`config.mk`:
```
export PLATFORM = sky130hd
export DESIGN_NAME = scoped_symbol_table_top
export DESIGN_NICKNAME = d
export VERILOG_FILES = /design/src/hdl/sst_pkg.sv /design/src/hdl/sst_ram.sv /design/src/hdl/scoped_symbol_table_top.sv
export SDC_FILE = /design/constraint.sdc
export NUM_CORES = 2
export LEC_CHECK = 0
export ABC_AREA = 0
export BUFFER_PORTS_ARGS = -buffer_cell sky130_fd_sc_hd__buf_4
export CAP_MARGIN = 20
export CELL_PAD_IN_SITES_DETAIL_PLACEMENT = 1
export CELL_PAD_IN_SITES_GLOBAL_PLACEMENT = 1
export CORE_ASPECT_RATIO = 0.9
export CORE_MARGIN = 2
export CORE_UTILIZATION = 35
export CTS_BUF_LIST = sky130_fd_sc_hd__clkbuf_4 sky130_fd_sc_hd__clkbuf_8
export CTS_CLUSTER_DIAMETER = 40
export DETAILED_ROUTE_END_ITERATION = 8
export PLACE_DENSITY = 0.51
export SLEW_MARGIN = 40
export SYNTH_ARGS = -nofsm -noshare
export SYNTH_HDL_FRONTEND = slang
export SYNTH_MEMORY_MAX_BITS = 65536
export SYNTH_SLANG_ARGS = --single-unit
```
`constraint.sdc`:
```
create_clock -name i_clk -period 7.06 [get_ports i_clk]
set_clock_uncertainty 0.2 [all_clocks]
set_input_delay 0.353 -clock i_clk [delete_from_list [all_inputs] [get_ports i_clk]]
set_output_delay 0.353 -clock i_clk [all_outputs]
set_load 0.02 [all_outputs]
```
`src/hdl/sst_pkg.sv`:
```
// Shared constants, codes and beat types of the scoped symbol table.
`timescale 1ns / 1ps
`default_nettype none

package sst_pkg;

    localparam int MAX_LEVELS  = 16;
    localparam int MAX_ENTRIES = 64;
    localparam int KEY_BITS    = 64;

    localparam int IDX_W   = $clog2(MAX_ENTRIES);
    localparam int LVL_W   = (MAX_LEVELS > 1) ? $clog2(MAX_LEVELS) : 1;
    localparam int OPEN_W  = $clog2(MAX_LEVELS + 1);
    localparam int CNT_W   = $clog2(MAX_ENTRIES + 1);
    localparam int ENTRY_W = KEY_BITS + LVL_W;

    typedef enum logic [2:0] {
        CMD_PUSH   = 3'd0,
        CMD_POP    = 3'd1,
        CMD_INSERT = 3'd2,
        CMD_LOOKUP = 3'd3,
        CMD_COUNT  = 3'd4
    } t_cmd;

    typedef enum logic [2:0] {
        ST_OK        = 3'd0,
        ST_OVERFLOW  = 3'd1,
        ST_UNDERFLOW = 3'd2,
        ST_NO_SCOPE  = 3'd3,
        ST_DUPLICATE = 3'd4,
        ST_FULL      = 3'd5
    } t_status;

    typedef struct packed {
        t_cmd        command;
        logic [63:0] key;
    } t_cmd_beat;

    typedef struct packed {
        t_status    status;
        logic       found;
        logic [6:0] symbol_count;
    } t_res_beat;

endpackage

`default_nettype wire

```
`src/hdl/sst_ram.sv`:
```
// Generic single-port-write, single-port-read RAM with registered read data.
`timescale 1ns / 1ps
`default_nettype none

module sst_ram #(
    parameter int WIDTH = 8,
    parameter int DEPTH = 64
) (
    input  wire logic                     i_clk,
    input  wire logic                     i_we,
    input  wire logic [$clog2(DEPTH)-1:0] i_waddr,
    input  wire logic [WIDTH-1:0]         i_wdata,
    input  wire logic [$clog2(DEPTH)-1:0] i_raddr,
    output logic      [WIDTH-1:0]         o_rdata
);

    logic [WIDTH-1:0] r_mem [DEPTH];

    always_ff @(posedge i_clk) begin
        if (i_we) begin
            r_mem[i_waddr] <= i_wdata;
        end
        o_rdata <= r_mem[i_raddr];
    end

endmodule

`default_nettype wire

```
`src/hdl/scoped_symbol_table_top.sv`:
```
// Top level of the scoped symbol table: command sequencer over the entry RAM.
//
// Usage: a command beat (command, key) is taken on a rising edge where start
// is high and busy is low. Each command returns exactly one result beat on
// o_result, marked by o_done for a single cycle; the receiver cannot stall it.
// Push, count query and unused codes answer in the cycle after acceptance,
// as do pop and insert when no scope is open. Lookup always, and pop and
// insert otherwise, walk every entry of the table: one RAM read per cycle
// in S_SCAN, then S_DRAIN, then S_DONE, which registers the result beat;
// busy stays high through the walk, and the next command may be accepted in
// the cycle the result is shown. The single-read-port entry RAM forces the walk.
// Keys and levels live in the RAM; valid bits, the open-scope depth and the
// live-symbol count live in flip-flops. A synchronous active-low reset clears
// the valid bits, closes all scopes and zeroes the count, so the block
// accepts commands right after reset with no clearing pass.
`timescale 1ns / 1ps
`default_nettype none

module scoped_symbol_table_top (
    input  wire logic              i_clk,
    input  wire logic              i_rst_n,
    input  wire logic              start,
    output logic                   busy,
    input  wire sst_pkg::t_cmd_beat i_cmd,
    output logic                   o_done,
    output sst_pkg::t_res_beat     o_result
);

    typedef enum logic [1:0] {
        S_IDLE,
        S_SCAN,
        S_DRAIN,
        S_DONE
    } t_state;

    t_state                         r_state;
    sst_pkg::t_cmd                  r_op;
    logic [sst_pkg::KEY_BITS-1:0]   r_key;
    logic [sst_pkg::LVL_W-1:0]      r_top;
    logic [sst_pkg::IDX_W-1:0]      r_scan_idx;
    logic [sst_pkg::IDX_W-1:0]      r_rd_idx;
    logic                           r_rd_vld;
    logic                           r_dup;
    logic                           r_hit;
    logic                           r_have_free;
    logic [sst_pkg::IDX_W-1:0]      r_free;
    logic [sst_pkg::MAX_ENTRIES-1:0] r_valid;
    logic [sst_pkg::OPEN_W-1:0]     r_open;
    logic [sst_pkg::CNT_W-1:0]      r_count;
    logic                           r_done;
    sst_pkg::t_res_beat             r_result;

    logic                           w_we;
    logic [sst_pkg::ENTRY_W-1:0]    w_wdata;
    logic [sst_pkg::ENTRY_W-1:0]    w_rdata;
    logic [sst_pkg::KEY_BITS-1:0]   w_rd_key;
    logic [sst_pkg::LVL_W-1:0]      w_rd_lvl;
    logic                           w_rd_live;
    logic                           w_last;
    logic                           w_ins_ok;

    // Each RAM word holds the entry's level above its key.
    assign w_rd_key  = w_rdata[sst_pkg::KEY_BITS-1:0];
    assign w_rd_lvl  = w_rdata[sst_pkg::ENTRY_W-1:sst_pkg::KEY_BITS];
    assign w_rd_live = r_valid[r_rd_idx];
    assign w_last    = (r_scan_idx == sst_pkg::IDX_W'(sst_pkg::MAX_ENTRIES - 1));

    // An insert that survives the walk is written at the lowest free slot found.
    assign w_ins_ok = (r_op == sst_pkg::CMD_INSERT) && !r_dup && r_have_free;
    assign w_we     = (r_state == S_DONE) && w_ins_ok;
    assign w_wdata  = {r_top, r_key};

    sst_ram #(
        .WIDTH (sst_pkg::ENTRY_W),
        .DEPTH (sst_pkg::MAX_ENTRIES)
    ) u_entry_ram (
        .i_clk   (i_clk),
        .i_we    (w_we),
        .i_waddr (r_free),
        .i_wdata (w_wdata),
        .i_raddr (r_scan_idx),
        .o_rdata (w_rdata)
    );

    always_ff @(posedge i_clk) begin
        if (!i_rst_n) begin
            r_state  <= S_IDLE;
            r_done   <= 1'b0;
            r_rd_vld <= 1'b0;
            r_valid  <= '0;
            r_open   <= '0;
            r_count  <= '0;
        end else begin
            r_done   <= 1'b0;
            r_rd_vld <= 1'b0;

            // Evaluate the entry whose read was issued in the previous cycle.
            // Key and level are only trusted where the valid bit is set.
            if (r_rd_vld) begin
                case (r_op)
                    sst_pkg::CMD_POP: begin
                        if (w_rd_live && (w_rd_lvl == r_top)) begin
                            r_valid[r_rd_idx] <= 1'b0;
                            if (r_count != '0) begin
                                r_count <= r_count - 1'b1;
                            end
                        end
                    end
                    sst_pkg::CMD_INSERT: begin
                        if (w_rd_live) begin
                            if ((w_rd_lvl == r_top) && (w_rd_key == r_key)) begin
                                r_dup <= 1'b1;
                            end
                        end else if (!r_have_free) begin
                            r_have_free <= 1'b1;
                            r_free      <= r_rd_idx;
                        end
                    end
                    sst_pkg::CMD_LOOKUP: begin
                        if (w_rd_live && (sst_pkg::OPEN_W'(w_rd_lvl) < r_open)
                                && (w_rd_key == r_key)) begin
                            r_hit <= 1'b1;
                        end
                    end
                    default: begin
                    end
                endcase
            end

            case (r_state)
                S_IDLE: begin
                    if (start) begin
                        r_op        <= i_cmd.command;
                        r_key       <= sst_pkg::KEY_BITS'(i_cmd.key);
                        r_top       <= sst_pkg::LVL_W'(r_open - 1'b1);
                        r_scan_idx  <= '0;
                        r_dup       <= 1'b0;
                        r_hit       <= 1'b0;
                        r_have_free <= 1'b0;
                        r_free      <= '0;
                        r_result.status       <= sst_pkg::ST_OK;
                        r_result.found        <= 1'b0;
                        r_result.symbol_count <= 7'(r_count);
                        case (i_cmd.command)
                            sst_pkg::CMD_PUSH: begin
                                r_done <= 1'b1;
                                if (r_open >= sst_pkg::OPEN_W'(sst_pkg::MAX_LEVELS)) begin
                                    r_result.status <= sst_pkg::ST_OVERFLOW;
                                end else begin
                                    r_open <= r_open + 1'b1;
                                end
                            end
                            sst_pkg::CMD_POP: begin
                                if (r_open == '0) begin
                                    r_done          <= 1'b1;
                                    r_result.status <= sst_pkg::ST_UNDERFLOW;
                                end else begin
                                    r_state <= S_SCAN;
                                end
                            end
                            sst_pkg::CMD_INSERT: begin
                                if (r_open == '0) begin
                                    r_done          <= 1'b1;
                                    r_result.status <= sst_pkg::ST_NO_SCOPE;
                                end else begin
                                    r_state <= S_SCAN;
                                end
                            end
                            sst_pkg::CMD_LOOKUP: begin
                                r_state <= S_SCAN;
                            end
                            default: begin
                                r_done <= 1'b1;
                            end
                        endcase
                    end
                end
                S_SCAN: begin
                    r_rd_vld <= 1'b1;
                    r_rd_idx <= r_scan_idx;
                    if (w_last) begin
                        r_state <= S_DRAIN;
                    end else begin
                        r_scan_idx <= r_scan_idx + 1'b1;
                    end
                end
                S_DRAIN: begin
                    r_state <= S_DONE;
                end
                S_DONE: begin
                    r_state               <= S_IDLE;
                    r_done                <= 1'b1;
                    r_result.status       <= sst_pkg::ST_OK;
                    r_result.found        <= 1'b0;
                    r_result.symbol_count <= 7'(r_count);
                    case (r_op)
                        sst_pkg::CMD_POP: begin
                            r_open <= r_open - 1'b1;
                        end
                        sst_pkg::CMD_INSERT: begin
                            if (r_dup) begin
                                r_result.status <= sst_pkg::ST_DUPLICATE;
                            end else if (!r_have_free) begin
                                r_result.status <= sst_pkg::ST_FULL;
                            end else begin
                                r_valid[r_free]       <= 1'b1;
                                r_count               <= r_count + 1'b1;
                                r_result.symbol_count <= 7'(r_count + 1'b1);
                            end
                        end
                        sst_pkg::CMD_LOOKUP: begin
                            r_result.found <= r_hit;
                        end
                        default: begin
                        end
                    endcase
                end
                default: begin
                    r_state <= S_IDLE;
                end
            endcase
        end
    end

    assign busy     = (r_state != S_IDLE);
    assign o_done   = r_done;
    assign o_result = r_result;

endmodule

`default_nettype wire

```
Word level (Yosys, flattened, before mapping) --
Memories as Yosys holds them, arrays and structs flattened. A register that Yosys moved wholly into a read port is not among the register bits. Cells that the tools add are included.
Storage, ports and cells: register bits after elaboration 183, latch bits 0, memory bits (writable) 4352, memory bits (read-only) 0, input port bits 70, output and inout bits 13, logic and storage cells 154, memories 1
Operators by class: add/sub/neg operators 5, multiply operators 0, div/mod/pow operators 0, $lt $le $gt $ge 6, equal/unequal tests 20, shift operators 0, multiplexer cells 77, bitwise gates (word level) 3, reductions and logical operators 24
Memory list:
- u_entry_ram.r_mem | depth 64, width 68, read ports 1, clocked after memory_dff 1, wr ports 1, line sst_ram.sv:17 | logic [WIDTH-1:0] r_mem [DEPTH];
Operators with widths (number):
- two-way mux 64 bit | 8
- two-way mux 7 bit | 11
- AND 64 bit | 1
- equality test 64 bit | 1
- NOT 64 bit | 1
- bitwise OR 64 bit | 1
- two-way mux 6 bit | 8
- two-way mux 1 bit | 26
- one-hot mux 11 bit (2 select lines) | 1
- two-way mux 5 bit | 4
- less-than comparator 6 x 7 -> 1 bit, second input constant | 2
- demux 1 bit (select 6 bit) | 2
- equality test 3 x 2 -> 1 bit, second input constant | 4
- greater-or-equal comparator 6 x 1 -> 1 bit, second input constant | 2
- one-hot mux 6 bit (2 select lines) | 1
- two-way mux 11 bit | 1
- two-way mux 2 bit | 5
- one-hot mux 5 bit (2 select lines) | 1
- logical AND 1 bit | 9
- two-way mux 3 bit | 3
- != test 2 bit, second input constant | 4
- one-hot mux 2 bit (4 select lines) | 1
- AND reduction 4 bit | 2
- adder 7 x 1 -> 7 bit, second input constant | 1
- other kinds (28) | 35

Logic depth before layout (Yosys ltp) --
depth in word-level cells 15, mapped depth 13, gate-level depth less buffers 10

Cells and area by module --
From an unflattened synthesis, not the netlist that was laid out.
Unflattened totals: cell total of the unflattened synthesis 8026, area total of the unflattened synthesis 175263.1 um^2
By module, submodules not included:
- sst_ram | instances 1, cells each 7201, area an instance 166367.1 um^2, seq. area each 132046.6 um^2
- scoped_symbol_table_top | instances 1, cells each 825, area an instance 8896.0 um^2, seq. area each 4694.5 um^2

Least setup slack after synthesis --
Ideal clock, no wire load.
path kind register -> register, from reg r_state[0], to reg r_valid[24] in the netlist's numbering, library setup time 82 ps, data arrival time 5127 ps, data required time 6778 ps, path slack 1651 ps, stages on the path, launching flop included 9, path through dfxtp_1 ha_1 nand3b_1 nor4b_1 clkbuf_1 nand4b_1 nor2_1 o21ai_0 a21oi_1
Between the ends: word-level cells in the longest chain between the ends 2
Ends and longest elaborated chain:
- start, declared | line scoped_symbol_table_top.sv:36 | t_state r_state;
- start signal, assigned | line scoped_symbol_table_top.sv:87 | r_state <= S_IDLE;
- start signal, assigned | line scoped_symbol_table_top.sv:158 | r_state <= S_SCAN;
- start signal, assigned | line scoped_symbol_table_top.sv:166 | r_state <= S_SCAN;
- equality test 2 bit | line scoped_symbol_table_top.sv:130 | case (r_state)
- two-way mux 64 bit | line scoped_symbol_table_top.sv:130
- end signal, assigned | line scoped_symbol_table_top.sv:90 | r_valid <= '0;
- end signal, assigned by index | line scoped_symbol_table_top.sv:103 | r_valid[r_rd_idx] <= 1'b0;
- end signal, assigned by index | line scoped_symbol_table_top.sv:206 | r_valid[r_free] <= 1'b1;
- end, declared | line scoped_symbol_table_top.sv:47 | logic [sst_pkg::MAX_ENTRIES-1:0] r_valid;
No other way between the ends. A chain may end at the register's enable or synchronous reset.

Worst setup path after layout --
from reg r_state[0], to mem u_entry_ram.r_mem[41][33] in the netlist's numbering, enable pin
Between the ends: word-level cells in the longest chain between the ends 4
Ends and longest elaborated chain:
- equality test 2 bit | line scoped_symbol_table_top.sv:70 | assign w_we = (r_state == S_DONE) && w_ins_ok;
- logical AND 1 bit | line scoped_symbol_table_top.sv:70
- two-way mux 1 bit | line sst_ram.sv:20 | if (i_we) begin
- two-way mux 1 bit (implied by the code) | line sst_ram.sv:21 | r_mem[i_waddr] <= i_wdata;
- end, declared | line sst_ram.sv:17
No other way between the ends.

==> PnR_summary.wiki <==
{| class="wikitable"
! Metric !! Value
|-
| Buffer count from post-CTS setup fixing || 0
|-
| Iteration-0 DRC count of the detailed router || 9,172
|-
| Bufs on Longest Clock Path || 4
|-
| Io pins || 83
|-
| CP Class || register to register
|-
| Top cell by count, worst path || sky130_fd_sc_hd__nand2_1
|-
| Synthesized flop and latch total || 4,603
|-
| Total of buffers placed on input and output ports || 82
|-
| Via count normalized by instance count || 5.500
|-
| CP Capture Type || register
|-
| Clock insertion delay at the later pin of the skew report || 1270 ps
|-
| First-pass GRT wire length || 748,300 um
|-
| Number of distinct library cells after synthesis || 62
|-
| Die extent in y || 673.7 um
|-
| Setup TNS || 0 ps
|-
| Final Max Slew Viols || 0
|-
| Post-detailed-route DRC marker count || 0
|-
| Initial cell density of the core || 0.3520
|-
| Result of the run || finished clean
|-
| Floorplan Core Area || 0.4954 mm^2
|-
| Standard-cell row count || 245
|-
| Cell types occupying the most area after synthesis || sky130_fd_sc_hd__edfxtp_1, sky130_fd_sc_hd__mux4_2, sky130_fd_sc_hd__dfxtp_1
|-
| Total GRT Usage || 0.2140
|-
| GR met2 Demand/Resource || 0.3462
|-
| Max VDD drop || 0.2086 mV
|-
| Length in cells of the worst reg-to-reg path || 9
|-
| Initial antenna violation count || 34
|-
| Final routed wire length divided by cell count || 35.97 um
|-
| Clock tree root driver cell || sky130_fd_sc_hd__clkbuf_8
|-
| Start point of the worst hold path || i_cmd[6]
|-
| Largest driver fanout on the critical path || 49
|-
| Synthesized area per cell || 24.73 um^2
|-
| Highest clock frequency the design can meet || 222.0 MHz
|-
| Final-layout worst hold slack || 145.9 ps
|-
| Clock sinks || 4,603
|-
| Power density relative to cell area || 335.3 mW/mm^2
|-
| Sequential cell area fraction in the yosys report || 0.7841
|-
| Least-Margin Pin Slew || 945.0 ps
|-
| Most frequent cells after synthesis || sky130_fd_sc_hd__edfxtp_1, sky130_fd_sc_hd__mux4_2, sky130_fd_sc_hd__clkbuf_1
|-
| Setup slack, reg-to-reg || 2560 ps
|-
| Min Tclk post-route || 4504 ps
|-
| Global-route met1 utilization || 0.3063
|-
| Share of Yosys cell area claimed by the top area cell type || 0.7671
|-
| Vias in the first global route || 89,220
|-
| RSZ-0062 raised after global routing || no
|-
| Global Route met3 Usage || 0.03342
|-
| Slowest CP cell || sky130_fd_sc_hd__buf_4
|-
| Total Die Area || 0.5039 mm^2
|-
| HPWL reported at the end of detailed placement || 272,900 um
|-
| Peak-usage layer in the global routing report || met2
|-
| Leakage power total || 0.06277 uW
|-
| Data required time of the critical path || 7740 ps
|-
| Total grt overflow || 0
|-
| Via count || 83,340
|-
| Routed wire length || 545,200 um
|-
| Largest net degree at the start of global routing || 105
|-
| Number of H-tree levels || 6
|-
| Layout cell share with drive strength beyond 1 || 0.3676
|-
| Crit path largest cell delay || 640 ps
|-
| Cell type with the highest aggregate area in the netlist || sky130_fd_sc_hd__edfxtp_1
|-
| Final worst path period share || 0.6379
|-
| YS warnings || 0
|-
| Worst hold path depth || 3
|-
| Most frequent cell after synthesis || sky130_fd_sc_hd__edfxtp_1
|-
| Placer congestion estimate || 0.7486
|-
| Headroom to the max-slew limit || 0.3679
|-
| Layout Area Growth over Synthesis || 16.47%
|-
| Kind of start point of the critical path || register
|-
| Number of max-cap violations || 0
|-
| Final nets || 8,049
|-
| Flip-flop cell with the highest count after synthesis || sky130_fd_sc_hd__edfxtp_1
|-
| Final number of hold-violating endpoints || 0
|-
| Critical path arrival || 5180 ps
|-
| Destination of the worst register-to-register timing path || u_entry_ram.r_mem[41][33]
|-
| Worst path cell trace || ha_1 -> nand3b_1 -> nor3_1 -> nand2_1 -> nor2_1 -> and3_1 -> nand2_1 -> inv_8 -> buf_4
|-
| Asr flop ratio synth || 0
|-
| Finish-stage setup viols || 0
|-
| Antenna viol nets, final || 0
|-
| Hold/Removal Path Class || input port to register
|-
| Clock transition time at the flip-flop clock pins of the worst setup and hold paths || 60 ps
|-
| Number of cells produced by synthesis || 7,052
|-
| Destination of the worst hold path || r_key[6]
|-
| TritonCTS clock tree || done
|-
| Drt first pass iters || 5
|-
| Inserted Clock Buffers || 769
|-
| Beginning of the worst register-to-register path || r_state[0]
|-
| Synth Net Count || 7,135
|-
| Netlist area before placement || 0.1744 mm^2
|-
| Die X-Extent || 748.1 um
|-
| EDFF count, synth || 4,455
|}
-- kinds of logic after synthesis --
family                   count (synthesis)  synth area share
multiplexers                          1451            0.1862
XOR/XNOR                                87          0.004369
AND/OR/NAND/NOR                        285          0.008524
buffers and inverters                  421          0.009291
adder cells (fa/ha/maj)                 13         0.0009327
AO/OA/AOI/OAI                          192          0.006543
flip-flops                            4603            0.7841
-- per-stage QoR --
| step | cell area [um^2] | util | std cells | total power [uW] | setup WS (ps) |
|---|---|---|---|---|---|
| CTS | 203000 | 0.4097 | 15140 | 68870 | 2570 |
| finish | 203100 | 0.4100 | 15150 | 68100 | 2556 |
| floorplan | 174400 | - | 7052 | 39780 | 1651 |
| global placement | 184900 | 0.3733 | 13560 | 44330 | 1174 |
| detailed placement | 185800 | 0.3750 | 13580 | 44590 | 2595 |
| global route | 203100 | 0.4100 | 15150 | 70450 | 2372 |
-- cell usage in the layout (no fill, tap or decap), types with 67 or more instances in the layout --
master | Yosys | routed
sky130_fd_sc_hd__clkbuf_4 | 0 | 294
sky130_fd_sc_hd__dfxtp_1 | 148 | 148
sky130_fd_sc_hd__clkbuf_8 | 0 | 819
sky130_fd_sc_hd__mux4_2 | 1435 | 1435
sky130_fd_sc_hd__clkinv_1 | 1 | 151
sky130_fd_sc_hd__buf_4 | 1 | 253
sky130_fd_sc_hd__edfxtp_1 | 4455 | 4455
sky130_fd_sc_hd__o21ai_0 | 73 | 73
sky130_fd_sc_hd__dlygate4sd3_1 | 0 | 156
sky130_fd_sc_hd__nand2_1 | 82 | 82
sky130_fd_sc_hd__buf_12 | 0 | 67
-- state kept, by name, indices dropped and copies added (netlist names) --
name                 count
o_done                   1
o_result                11
r_count                  7
r_dup                    1
r_free                   6
r_have_free              1
r_hit                    1
r_key                   64
r_op                     3
r_open                   5
r_rd_idx                 6
r_rd_vld                 1
r_scan_idx               6
r_state                  2
r_top                    4
r_valid                 64
u_entry_ram.o_rdata     68
u_entry_ram.r_mem     4352
-- power by group --
part	switching, uW	internal, uW	leakage [uW]
Sequential	369	30800	0.0412
Combinational	6920	5850	0.0133
Clock	11100	13100	0.00824
Total	18400	49700	0.0628
-- critical path, delay by kind of cell (launching register included) --
family	cells	cell delay, ps
and+or+nand+nor	6	1650
adders and majority gates	1	430
DFF	1	390
buffers and inverters	2	1200
-- worst max path at each step --
stage,from,to,slack (ps),cells after the start
floorplan,r_state[0],r_valid[24],1650,8
global placement,r_key[54],r_hit,1170,10
detailed placement,r_key[43],r_hit,2600,10
CTS,r_state[0],u_entry_ram.r_mem[41][33],2570,9
global route,r_state[0],u_entry_ram.r_mem[41][16],2370,9
finish,r_state[0],u_entry_ram.r_mem[41][33],2560,9
-- per-layer routing --
metal / wire length (um) / vias up
li1: - / 32570
met1: 241900 / 47240
met2: 261800 / 2788
met3: 29990 / 740
met4: 11440 / 6
met5: 44 / -
-- timing repair --
action,CTS,global route
hold buffers,157,0
endpoints found under the hold margin,191,0
resized for setup,0,0
endpoints found under the setup margin,0,0
-- cell type report --
class / instances / area (um^2)
timing repair buffer: 509 / 5461
tap: 6545 / 8189
inverter: 55 / 619.3
clock buffer: 1113 / 13480
multi-input combinational: 2028 / 36490
sequential: 4603 / 136700
antenna: 7 / 17.52
clock inverter: 294 / 2111
fill: 45660 / 292300
(Power assumes the default switching activity.)
